--- src/b64d_pkg.sv ---
// Shared types, constants and the character decode function for the
// base64url stream decoder. No dependencies.
`timescale 1ns / 1ps

package b64d_pkg;

   localparam logic [11:0] MAX_CHARS_RESET = 12'd2048;
   localparam logic [11:0] COUNT_MAX       = 12'hfff;
   localparam int          QUEUE_DEPTH     = 4;

   localparam logic [5:0]  SEXTET_DASH     = 6'd62;
   localparam logic [5:0]  SEXTET_UNDER    = 6'd63;

   localparam logic [1:0]  ST_OK           = 2'd0;
   localparam logic [1:0]  ST_BAD_CHAR     = 2'd1;
   localparam logic [1:0]  ST_TOO_LONG     = 2'd2;

   localparam logic        KIND_DATA       = 1'b0;
   localparam logic        KIND_CLOSE      = 1'b1;

   localparam logic        REG_MAX_CHARS   = 1'b0;

   // One queue entry: the data bytes of a finished group and the closing result.
   typedef struct packed {
      logic [1:0]  nbytes;
      logic [23:0] word;
      logic        close;
      logic [1:0]  status;
      logic [11:0] count;
   } b64d_job_type;

   function automatic logic [5:0] sextet_of(input logic [7:0] c);
      logic [5:0] v;
      v = 6'd0;
      if (c >= 8'h41 && c <= 8'h5a) begin
         v = 6'(c - 8'd65);
      end else if (c >= 8'h61 && c <= 8'h7a) begin
         v = 6'(c - 8'd71);
      end else if (c >= 8'h30 && c <= 8'h39) begin
         v = 6'(c + 8'd4);
      end else if (c == 8'h2d) begin
         v = SEXTET_DASH;
      end else if (c == 8'h5f) begin
         v = SEXTET_UNDER;
      end
      return v;
   endfunction

endpackage

--- src/b64d_front.sv ---
// Front end: one character a cycle while the queue has room; packs sextets
// into groups, tracks length, errors, queues finished groups. Uses b64d_pkg.
`timescale 1ns / 1ps

module b64d_front
   import b64d_pkg::*;
(
   input  logic         clock,
   input  logic         reset,
   input  logic         req_valid,
   input  logic [7:0]   req_symbol,
   input  logic         req_last_char,
   input  logic [11:0]  max_chars,
   input  logic         queue_full,
   output logic         req_ready,
   output logic         push,
   output b64d_job_type job
);

   logic [17:0] group_bits_ff, group_bits_in;
   logic [1:0]  group_pos_ff, group_pos_in;
   logic [11:0] char_count_ff, char_count_in;
   logic [11:0] bytes_ff, bytes_in;
   logic [1:0]  error_ff, error_in;

   logic        accept;
   logic [5:0]  val;
   logic [1:0]  err_a, err_b;
   logic [2:0]  pos;
   logic [1:0]  nb, emit_nb;
   logic [23:0] word;
   logic [12:0] bytes_sum;
   logic [11:0] bytes_next;

   assign req_ready = !queue_full;
   assign accept    = req_valid && req_ready;

   always_comb begin
      val   = req_symbol[7] ? 6'd0 : sextet_of(req_symbol);
      err_a = (req_symbol[7] && error_ff == ST_OK) ? ST_BAD_CHAR : error_ff;
      // The length check looks at the count before this character.
      err_b = (char_count_ff >= max_chars) ? ST_TOO_LONG : err_a;
      pos   = {1'b0, group_pos_ff} + 3'd1;

      if (pos == 3'd4) begin
         nb = 2'd3;
      end else if (req_last_char) begin
         nb = (pos == 3'd3) ? 2'd2 : 2'd1;
      end else begin
         nb = 2'd0;
      end

      case (pos)
         3'd1:    word = {val, 18'd0};
         3'd2:    word = {group_bits_ff[5:0], val, 12'd0};
         3'd3:    word = {group_bits_ff[11:0], val, 6'd0};
         default: word = {group_bits_ff, val};
      endcase

      emit_nb    = (err_b == ST_OK) ? nb : 2'd0;
      bytes_sum  = {1'b0, bytes_ff} + {11'd0, emit_nb};
      bytes_next = bytes_sum[12] ? COUNT_MAX : bytes_sum[11:0];

      job.nbytes = emit_nb;
      job.word   = word;
      job.close  = req_last_char;
      job.status = err_b;
      job.count  = bytes_next;

      push = accept && (emit_nb != 2'd0 || req_last_char);
   end

   always_comb begin
      group_bits_in = group_bits_ff;
      group_pos_in  = group_pos_ff;
      char_count_in = char_count_ff;
      bytes_in      = bytes_ff;
      error_in      = error_ff;
      if (accept) begin
         if (req_last_char) begin
            group_bits_in = 18'd0;
            group_pos_in  = 2'd0;
            char_count_in = 12'd0;
            bytes_in      = 12'd0;
            error_in      = ST_OK;
         end else begin
            char_count_in = (char_count_ff == COUNT_MAX) ? COUNT_MAX
                                                         : char_count_ff + 12'd1;
            bytes_in      = bytes_next;
            error_in      = err_b;
            if (nb != 2'd0) begin
               group_bits_in = 18'd0;
               group_pos_in  = 2'd0;
            end else begin
               group_bits_in = {group_bits_ff[11:0], val};
               group_pos_in  = pos[1:0];
            end
         end
      end
   end

   always_ff @(posedge clock) begin
      if (reset) begin
         group_bits_ff <= 18'd0;
         group_pos_ff  <= 2'd0;
         char_count_ff <= 12'd0;
         bytes_ff      <= 12'd0;
         error_ff      <= ST_OK;
      end else begin
         group_bits_ff <= group_bits_in;
         group_pos_ff  <= group_pos_in;
         char_count_ff <= char_count_in;
         bytes_ff      <= bytes_in;
         error_ff      <= error_in;
      end
   end

endmodule

--- src/b64d_queue.sv ---
// Small job queue between the front and back ends so that each side can
// stall on its own. Uses b64d_pkg for the entry type.
`timescale 1ns / 1ps

module b64d_queue
   import b64d_pkg::*;
#(
   parameter int Depth = QUEUE_DEPTH
)
(
   input  logic         clock,
   input  logic         reset,
   input  logic         push,
   input  b64d_job_type push_data,
   input  logic         pop,
   output logic         not_empty,
   output logic         full,
   output b64d_job_type head
);

   localparam int PtrW = (Depth > 1) ? $clog2(Depth) : 1;
   localparam int CntW = $clog2(Depth + 1);

   b64d_job_type    entries_ff [Depth];
   logic [PtrW-1:0] wr_ptr_ff, wr_ptr_in;
   logic [PtrW-1:0] rd_ptr_ff, rd_ptr_in;
   logic [CntW-1:0] count_ff, count_in;

   assign not_empty = (count_ff != '0);
   assign full      = (count_ff == CntW'(Depth));
   assign head      = entries_ff[rd_ptr_ff];

   always_comb begin
      wr_ptr_in = wr_ptr_ff;
      rd_ptr_in = rd_ptr_ff;
      count_in  = count_ff;
      if (push) begin
         wr_ptr_in = (wr_ptr_ff == PtrW'(Depth - 1)) ? '0 : wr_ptr_ff + 1'b1;
      end
      if (pop) begin
         rd_ptr_in = (rd_ptr_ff == PtrW'(Depth - 1)) ? '0 : rd_ptr_ff + 1'b1;
      end
      if (push && !pop) begin
         count_in = count_ff + 1'b1;
      end else if (pop && !push) begin
         count_in = count_ff - 1'b1;
      end
   end

   always_ff @(posedge clock) begin
      if (reset) begin
         wr_ptr_ff <= '0;
         rd_ptr_ff <= '0;
         count_ff  <= '0;
      end else begin
         wr_ptr_ff <= wr_ptr_in;
         rd_ptr_ff <= rd_ptr_in;
         count_ff  <= count_in;
      end
   end

   always_ff @(posedge clock) begin
      if (push) begin
         entries_ff[wr_ptr_ff] <= push_data;
      end
   end

`ifndef NO_ASSERTIONS
   a_no_overflow: assert property (@(posedge clock) disable iff (reset)
      push |-> !full)
      else $error("queue written while full");
   a_no_underflow: assert property (@(posedge clock) disable iff (reset)
      pop |-> not_empty)
      else $error("queue read while empty");
   a_ptr_count: assert property (@(posedge clock) disable iff (reset)
      (count_ff == '0 || full) |-> (wr_ptr_ff == rd_ptr_ff))
      else $error("queue pointers disagree with the fill count");
`endif

endmodule

--- src/b64d_back.sv ---
// Back end: unrolls each queued job into data-byte words and any closing
// word, one word a cycle into the output register when free. Uses b64d_pkg.
`timescale 1ns / 1ps

module b64d_back
   import b64d_pkg::*;
(
   input  logic         clock,
   input  logic         reset,
   input  logic         job_valid,
   input  b64d_job_type job,
   output logic         pop,
   input  logic         rsp_ready,
   output logic         rsp_valid,
   output logic         rsp_kind,
   output logic [7:0]   rsp_out_byte,
   output logic [1:0]   rsp_status,
   output logic [11:0]  rsp_byte_count,
   output logic         rsp_end_of_string
);

   b64d_job_type cur_ff, cur_in;
   logic         cur_valid_ff, cur_valid_in;
   logic [1:0]   idx_ff, idx_in;
   logic         rsp_valid_ff, rsp_valid_in;
   logic         rsp_kind_ff;
   logic [7:0]   rsp_byte_ff;
   logic [1:0]   rsp_status_ff;
   logic [11:0]  rsp_count_ff;
   logic         rsp_eos_ff;

   logic         out_free, load, last_word, is_data;
   logic [2:0]   total;
   logic [7:0]   data_byte;

   always_comb begin
      total     = {1'b0, cur_ff.nbytes} + {2'd0, cur_ff.close};
      last_word = ({1'b0, idx_ff} == total - 3'd1);
      is_data   = (idx_ff < cur_ff.nbytes);
      out_free  = !rsp_valid_ff || rsp_ready;
      load      = out_free && cur_valid_ff;
      // The next job is fetched in the same cycle the current one finishes.
      pop       = job_valid && (!cur_valid_ff || (load && last_word));

      case (idx_ff)
         2'd0:    data_byte = cur_ff.word[23:16];
         2'd1:    data_byte = cur_ff.word[15:8];
         default: data_byte = cur_ff.word[7:0];
      endcase

      cur_in       = pop ? job : cur_ff;
      cur_valid_in = cur_valid_ff;
      idx_in       = idx_ff;
      if (pop) begin
         cur_valid_in = 1'b1;
         idx_in       = 2'd0;
      end else if (load && last_word) begin
         cur_valid_in = 1'b0;
         idx_in       = 2'd0;
      end else if (load) begin
         idx_in = idx_ff + 2'd1;
      end

      if (load) begin
         rsp_valid_in = 1'b1;
      end else if (rsp_ready) begin
         rsp_valid_in = 1'b0;
      end else begin
         rsp_valid_in = rsp_valid_ff;
      end
   end

   always_ff @(posedge clock) begin
      if (reset) begin
         cur_valid_ff <= 1'b0;
         idx_ff       <= 2'd0;
         rsp_valid_ff <= 1'b0;
      end else begin
         cur_valid_ff <= cur_valid_in;
         idx_ff       <= idx_in;
         rsp_valid_ff <= rsp_valid_in;
      end
   end

   always_ff @(posedge clock) begin
      cur_ff <= cur_in;
      if (load) begin
         rsp_kind_ff   <= is_data ? KIND_DATA : KIND_CLOSE;
         rsp_byte_ff   <= is_data ? data_byte : 8'd0;
         rsp_status_ff <= is_data ? ST_OK : cur_ff.status;
         rsp_count_ff  <= is_data ? 12'd0 : cur_ff.count;
         rsp_eos_ff    <= !is_data;
      end
   end

   assign rsp_valid         = rsp_valid_ff;
   assign rsp_kind          = rsp_kind_ff;
   assign rsp_out_byte      = rsp_byte_ff;
   assign rsp_status        = rsp_status_ff;
   assign rsp_byte_count    = rsp_count_ff;
   assign rsp_end_of_string = rsp_eos_ff;

`ifndef NO_ASSERTIONS
   a_close_is_last: assert property (@(posedge clock) disable iff (reset)
      (load && !is_data) |-> last_word)
      else $error("closing word is not the last word of its job");
   a_data_word_clean: assert property (@(posedge clock) disable iff (reset)
      (rsp_valid && rsp_kind == KIND_DATA) |->
      (rsp_status == ST_OK && rsp_byte_count == 12'd0 && !rsp_end_of_string))
      else $error("data word carries closing fields");
`endif

endmodule

--- src/base64url_stream_decoder_core.sv ---
// Top level of the base64url stream decoder: register port, front end,
// job queue and back end. Uses b64d_pkg, b64d_front, b64d_queue, b64d_back.
//
//   Channel   Ports    Direction   Carries
//   request   req_*    in          one character and its last-character flag
//   response  rsp_*    out         one decoded byte or the closing status word
//   register  csr_*    in/out      max_chars at byte address 0
//
// The front end takes one character per cycle as long as the job queue has
// room; each character decodes in the cycle it is accepted.
// The back end sends one word per cycle from its output register while
// rsp_ready allows; four characters give three words, a string's end one more.
// The queue holds QueueDepth jobs, which lets either side stall on its own.
// Reset clears all string state and sets max_chars to 2048; no clearing pass.
`timescale 1ns / 1ps

module base64url_stream_decoder_core
   import b64d_pkg::*;
#(
   parameter int QueueDepth = QUEUE_DEPTH
)
(
   input  logic        clock,
   input  logic        reset,
   input  logic        req_valid,
   output logic        req_ready,
   input  logic [7:0]  req_symbol,
   input  logic        req_last_char,
   output logic        rsp_valid,
   input  logic        rsp_ready,
   output logic        rsp_kind,
   output logic [7:0]  rsp_out_byte,
   output logic [1:0]  rsp_status,
   output logic [11:0] rsp_byte_count,
   output logic        rsp_end_of_string,
   input  logic        csr_psel,
   input  logic        csr_penable,
   input  logic        csr_pwrite,
   input  logic [2:0]  csr_paddr,
   input  logic [31:0] csr_pwdata,
   output logic [31:0] csr_prdata,
   output logic        csr_pready
);

   logic [11:0]  max_chars_ff, max_chars_in;
   logic         csr_write;
   logic         queue_full, queue_not_empty, push, pop;
   b64d_job_type push_job, head_job;

   assign csr_pready = 1'b1;
   assign csr_write  = csr_psel && csr_penable && csr_pwrite && csr_pready;
   assign csr_prdata = (csr_paddr[2] == REG_MAX_CHARS) ? {20'd0, max_chars_ff} : 32'd0;

   always_comb begin
      max_chars_in = max_chars_ff;
      if (csr_write && csr_paddr[2] == REG_MAX_CHARS) begin
         max_chars_in = csr_pwdata[11:0];
      end
   end

   always_ff @(posedge clock) begin
      if (reset) begin
         max_chars_ff <= MAX_CHARS_RESET;
      end else begin
         max_chars_ff <= max_chars_in;
      end
   end

   b64d_front u_front (
      .clock         (clock),
      .reset         (reset),
      .req_valid     (req_valid),
      .req_symbol    (req_symbol),
      .req_last_char (req_last_char),
      .max_chars     (max_chars_ff),
      .queue_full    (queue_full),
      .req_ready     (req_ready),
      .push          (push),
      .job           (push_job)
   );

   b64d_queue #(
      .Depth (QueueDepth)
   ) u_queue (
      .clock     (clock),
      .reset     (reset),
      .push      (push),
      .push_data (push_job),
      .pop       (pop),
      .not_empty (queue_not_empty),
      .full      (queue_full),
      .head      (head_job)
   );

   b64d_back u_back (
      .clock             (clock),
      .reset             (reset),
      .job_valid         (queue_not_empty),
      .job               (head_job),
      .pop               (pop),
      .rsp_ready         (rsp_ready),
      .rsp_valid         (rsp_valid),
      .rsp_kind          (rsp_kind),
      .rsp_out_byte      (rsp_out_byte),
      .rsp_status        (rsp_status),
      .rsp_byte_count    (rsp_byte_count),
      .rsp_end_of_string (rsp_end_of_string)
   );

endmodule

--- config.mk ---
export PLATFORM = sky130hd
export DESIGN_NAME = base64url_stream_decoder_core
export DESIGN_NICKNAME = d
export VERILOG_FILES = /design/src/b64d_pkg.sv /design/src/b64d_front.sv /design/src/b64d_queue.sv /design/src/b64d_back.sv /design/src/base64url_stream_decoder_core.sv
export SDC_FILE = /design/constraint.sdc
export NUM_CORES = 1
export LEC_CHECK = 0
export ABC_AREA = 1
export BUFFER_PORTS_ARGS = -buffer_cell sky130_fd_sc_hd__buf_2
export CORE_MARGIN = 8
export CORE_UTILIZATION = 50
export DETAILED_ROUTE_END_ITERATION = 10
export PLACE_DENSITY = 0.69
export REMOVE_ABC_BUFFERS = 1
export SYNTH_ARGS = -nofsm -noshare
export SYNTH_HDL_FRONTEND = slang
export SYNTH_SLANG_ARGS = --single-unit
--- constraint.sdc ---
create_clock -name clock -period 11.1 [get_ports clock]
set_clock_uncertainty 0.2 [all_clocks]
set_input_delay 2.22 -clock clock [delete_from_list [all_inputs] [get_ports clock]]
set_output_delay 2.22 -clock clock [all_outputs]
set_load 0.05 [all_outputs]
==> results.json <==
{
  "outcome": "finished clean",
  "wl_mm": 26.32,
  "start_util": 0.5039,
  "synth_flop_cell": "edfxtp_1",
  "h-tree-depth": 1,
  "hp-start": "u_front.group_bits_ff[16]$_SDFFE_PP0P_",
  "drcViolationCount": 0,
  "grt_pass1_wl_mm": 42.82,
  "nets": 1384,
  "p_leak_uw": 0.005471,
  "cts_resized": 0,
  "core_area_um2": 25760,
  "antenna_left": 0,
  "fin_util": 0.5675,
  "slew_viol_final": 0,
  "grt_overflow": 0,
  "cts-root-buf": "clkbuf_16",
  "finalSetupTns_ns": 0,
  "rsz0062_at_grt": "no",
  "grt_pass1_vias": 8536,
  "synthCells": 1243,
  "min_to": "u_front.group_bits_ff[16]$_SDFFE_PP0P_",
  "setup.worst_path.class": "in2out",
  "vdd_drop_max_uv": 155.2,
  "num_vias": 8697,
  "avgSynthCellArea_um2": 10.44,
  "track_usage": 0.1671,
  "dr.pass1.iters": 5,
  "critPathLaunchType": "input pin",
  "crit_fanout": 13,
  "period_minus_slack_ns": 5.204,
  "antenna_cells": 0,
  "min_path_cells": 2,
  "dpl.hpwl_mm": 16.39,
  "row_count": 59,
  "synth_cell_types": 40,
  "r2r_cells": 21,
  "cts-buffers-inserted": 30,
  "max_slew_margin": 0.4025,
  "via_per_inst": 5.265,
  "fp.dieW_um": 177.1,
  "r2r_setup_slack_ns": 7.08,
  "period_share": 0.4688,
  "hold_class": "reg2reg",
  "ioPinCount": 110,
  "syn-cell-area_um2": 12980,
  "gp_congestion": 0.8307,
  "die_y_um": 177.1,
  "cts_setup_buffers": 0,
  "drv_cap": 0,
  "port_buffers": 66,
  "yosysSeqAreaShare": 0.6338,
  "async_flop_share": 0,
  "clk_pin_slew_worst_paths_ns": 0.05,
  "end_kind": "output pin",
  "area_growth_pct": 12.63,
  "r2r-start": "max_chars_ff[11]$_SDFFE_PP1P_",
  "layout-drive-gt1-share": 0.1200,
  "clock_latency_ns": 0.55,
  "tritoncts": "yes",
  "dieArea_um2": 31380,
  "grt_max_degree": 85,
  "worst_slew_pin_slew_ns": 0.8962,
  "timing.rr.end": "u_front.bytes_ff[11]$_SDFFE_PP0P_",
  "synth_edf_count": 228,
  "power_density_nw_per_um2": 234.5,
  "ys_ff_latch": 297,
  "fillers": 2145,
  "cts_hold_buf": 0,
  "antenna_found_initial": 1,
  "fmax_ghz": 0.1922,
  "wl_per_cell_um": 15.93,
  "cts_sinks": 297,
  "clockBufferDepth": 3,
  "crit_arrival_ns": 2.78,
  "required_ns": 8.68,
  "synth-warning-count": 0,
  "report.final.hold_viol_count": 0,
  "initialDrtViolationCount": 601,
  "setup_violations": 0
}
[cells in the final DEF (no fill, tap or decap), types with 7 or more instances in the layout]
cell and instances:
clkbuf_16 31, bufinv_16 7, inv_2 7, inv_1 98, nand2_1 192, a21oi_1 87
buf_4 11, nand3_1 38, conb_1 21, a31oi_1 9, buf_2 66, ha_1 37
nor2_1 149, nor2_4 8, xor2_1 7, edfxtp_1 228, o22ai_1 47, dfxtp_1 68
o21ai_0 124, nor3_1 10, o21bai_1 7
[metal layers]
metal  part of all wire  GRT usage  up-vias  wire [um]
met5            0.00042          0        -         11
met4              0.020    0.04799        2        524
met3              0.062    0.02752       41       1622
met2               0.47     0.2816      242      12300
met1               0.45     0.2192     4052      11870
li1                   -          -     4360          -
[worst max-delay path: stages]
cell and delay (ns):
buf_2 0.17, nor2_1 0.12, buf_2 0.27
[state kept, by name (all words and copies together), names as in the netlist]
register / cells
u_back.rsp_out_byte: 8
u_back.cur_valid_ff: 1
u_queue.count_ff: 3
u_queue.wr_ptr_ff: 2
max_chars_ff: 12
u_back.rsp_kind: 1
u_back.cur_ff: 41
u_front.bytes_ff: 12
u_front.error_ff: 2
u_queue.rd_ptr_ff: 2
u_back.rsp_valid: 1
u_back.rsp_byte_count: 12
u_front.group_bits_ff: 18
u_front.group_pos_ff: 2
u_queue.entries_ff: 164
u_back.rsp_status: 2
u_front.char_count_ff: 12
u_back.idx_ff: 2
[cell usage after synthesis (2+ instances only)]
library cell	n	area share
o21ai_1	5	0.0019
buf_1	2	0.00058
buf_2	10	0.0039
inv_2	6	0.0017
conb_1	2	0.00058
a221oi_1	6	0.0040
inv_1	100	0.029
o22ai_1	47	0.023
nor2_4	3	0.0026
o211ai_1	2	0.0012
o21bai_1	7	0.0040
o21ai_0	124	0.048
ha_1	37	0.036
nand3_2	2	0.0015
nor3_1	10	0.0039
nor2_1	154	0.045
xnor2_1	4	0.0027
edfxtp_1	228	0.53
dfxtp_1	69	0.11
nand2_1	192	0.056
nand2_2	5	0.0024
nor3_4	3	0.0038
nand4_1	5	0.0024
fa_1	2	0.0031
clkbuf_1	41	0.012
a31oi_1	9	0.0043
buf_4	24	0.014
xor2_1	7	0.0047
nor3_2	3	0.0023
a21oi_1	87	0.034
nand3_1	38	0.015
[cell families after synthesis]
| group | share of synthesized area |
|---|---|
| buffers and inverters | 0.06081 |
| DFF | 0.6338 |
| AOI/OAI and AO/OA | 0.1224 |
| and+or+nand+nor | 0.1363 |
| other | 0.0005785 |
| xor gates and xnor gates | 0.007421 |
| adders and majority gates | 0.03874 |
[worst max-delay path by stage]
stage                        from                                 to  slack (ns)  depth (start not counted)
floorplan               rsp_ready   u_queue.count_ff[1]$_SDFFE_PP0P_        4.42                         14
global placement    req_symbol[7]  u_front.bytes_ff[11]$_SDFFE_PP0P_        5.81                         17
detailed placement  req_symbol[7]  u_front.bytes_ff[10]$_SDFFE_PP0P_        5.75                         17
CTS                  csr_paddr[2]                      csr_prdata[5]        5.89                          3
global route         csr_paddr[2]                      csr_prdata[0]        5.83                          3
finish               csr_paddr[2]                      csr_prdata[0]        5.90                          3
[cell type report]
class / count / area (um^2) / area share
Timing Repair Buffer: 77 / 412.9 / 0.02824
Clock buffer: 36 / 804.5 / 0.05502
Inverter: 106 / 397.9 / 0.02721
Tap cell: 335 / 419.2 / 0.02867
Multi-Input combinational cell: 782 / 4074 / 0.2786
Sequential cell: 297 / 8229 / 0.5628
Clock inverter: 19 / 284.0 / 0.01942
[metrics by stage]
stage	hold WS, ns	setup WS (ns)	area [um^2]	power, uW	std cells
finish	0.2652	5.896	14620	3429	1652
global route	0.2888	5.827	14620	3597	1652
CTS	0.2683	5.886	14620	3466	1652
detailed placement	0.2595	5.749	13530	2375	1597
global placement	0.2520	5.814	13530	2351	1597
floorplan	0.2390	4.420	12660	2098	1185
[report_power, final]
group          total [uW]  switching, uW  leakage, uW  internal [uW]
Sequential           1490           46.7      0.00273           1450
Clock                1090            413     0.000520            679
Combinational         846            642      0.00222            204
Note: power is estimated with default switching activity, not from simulation.
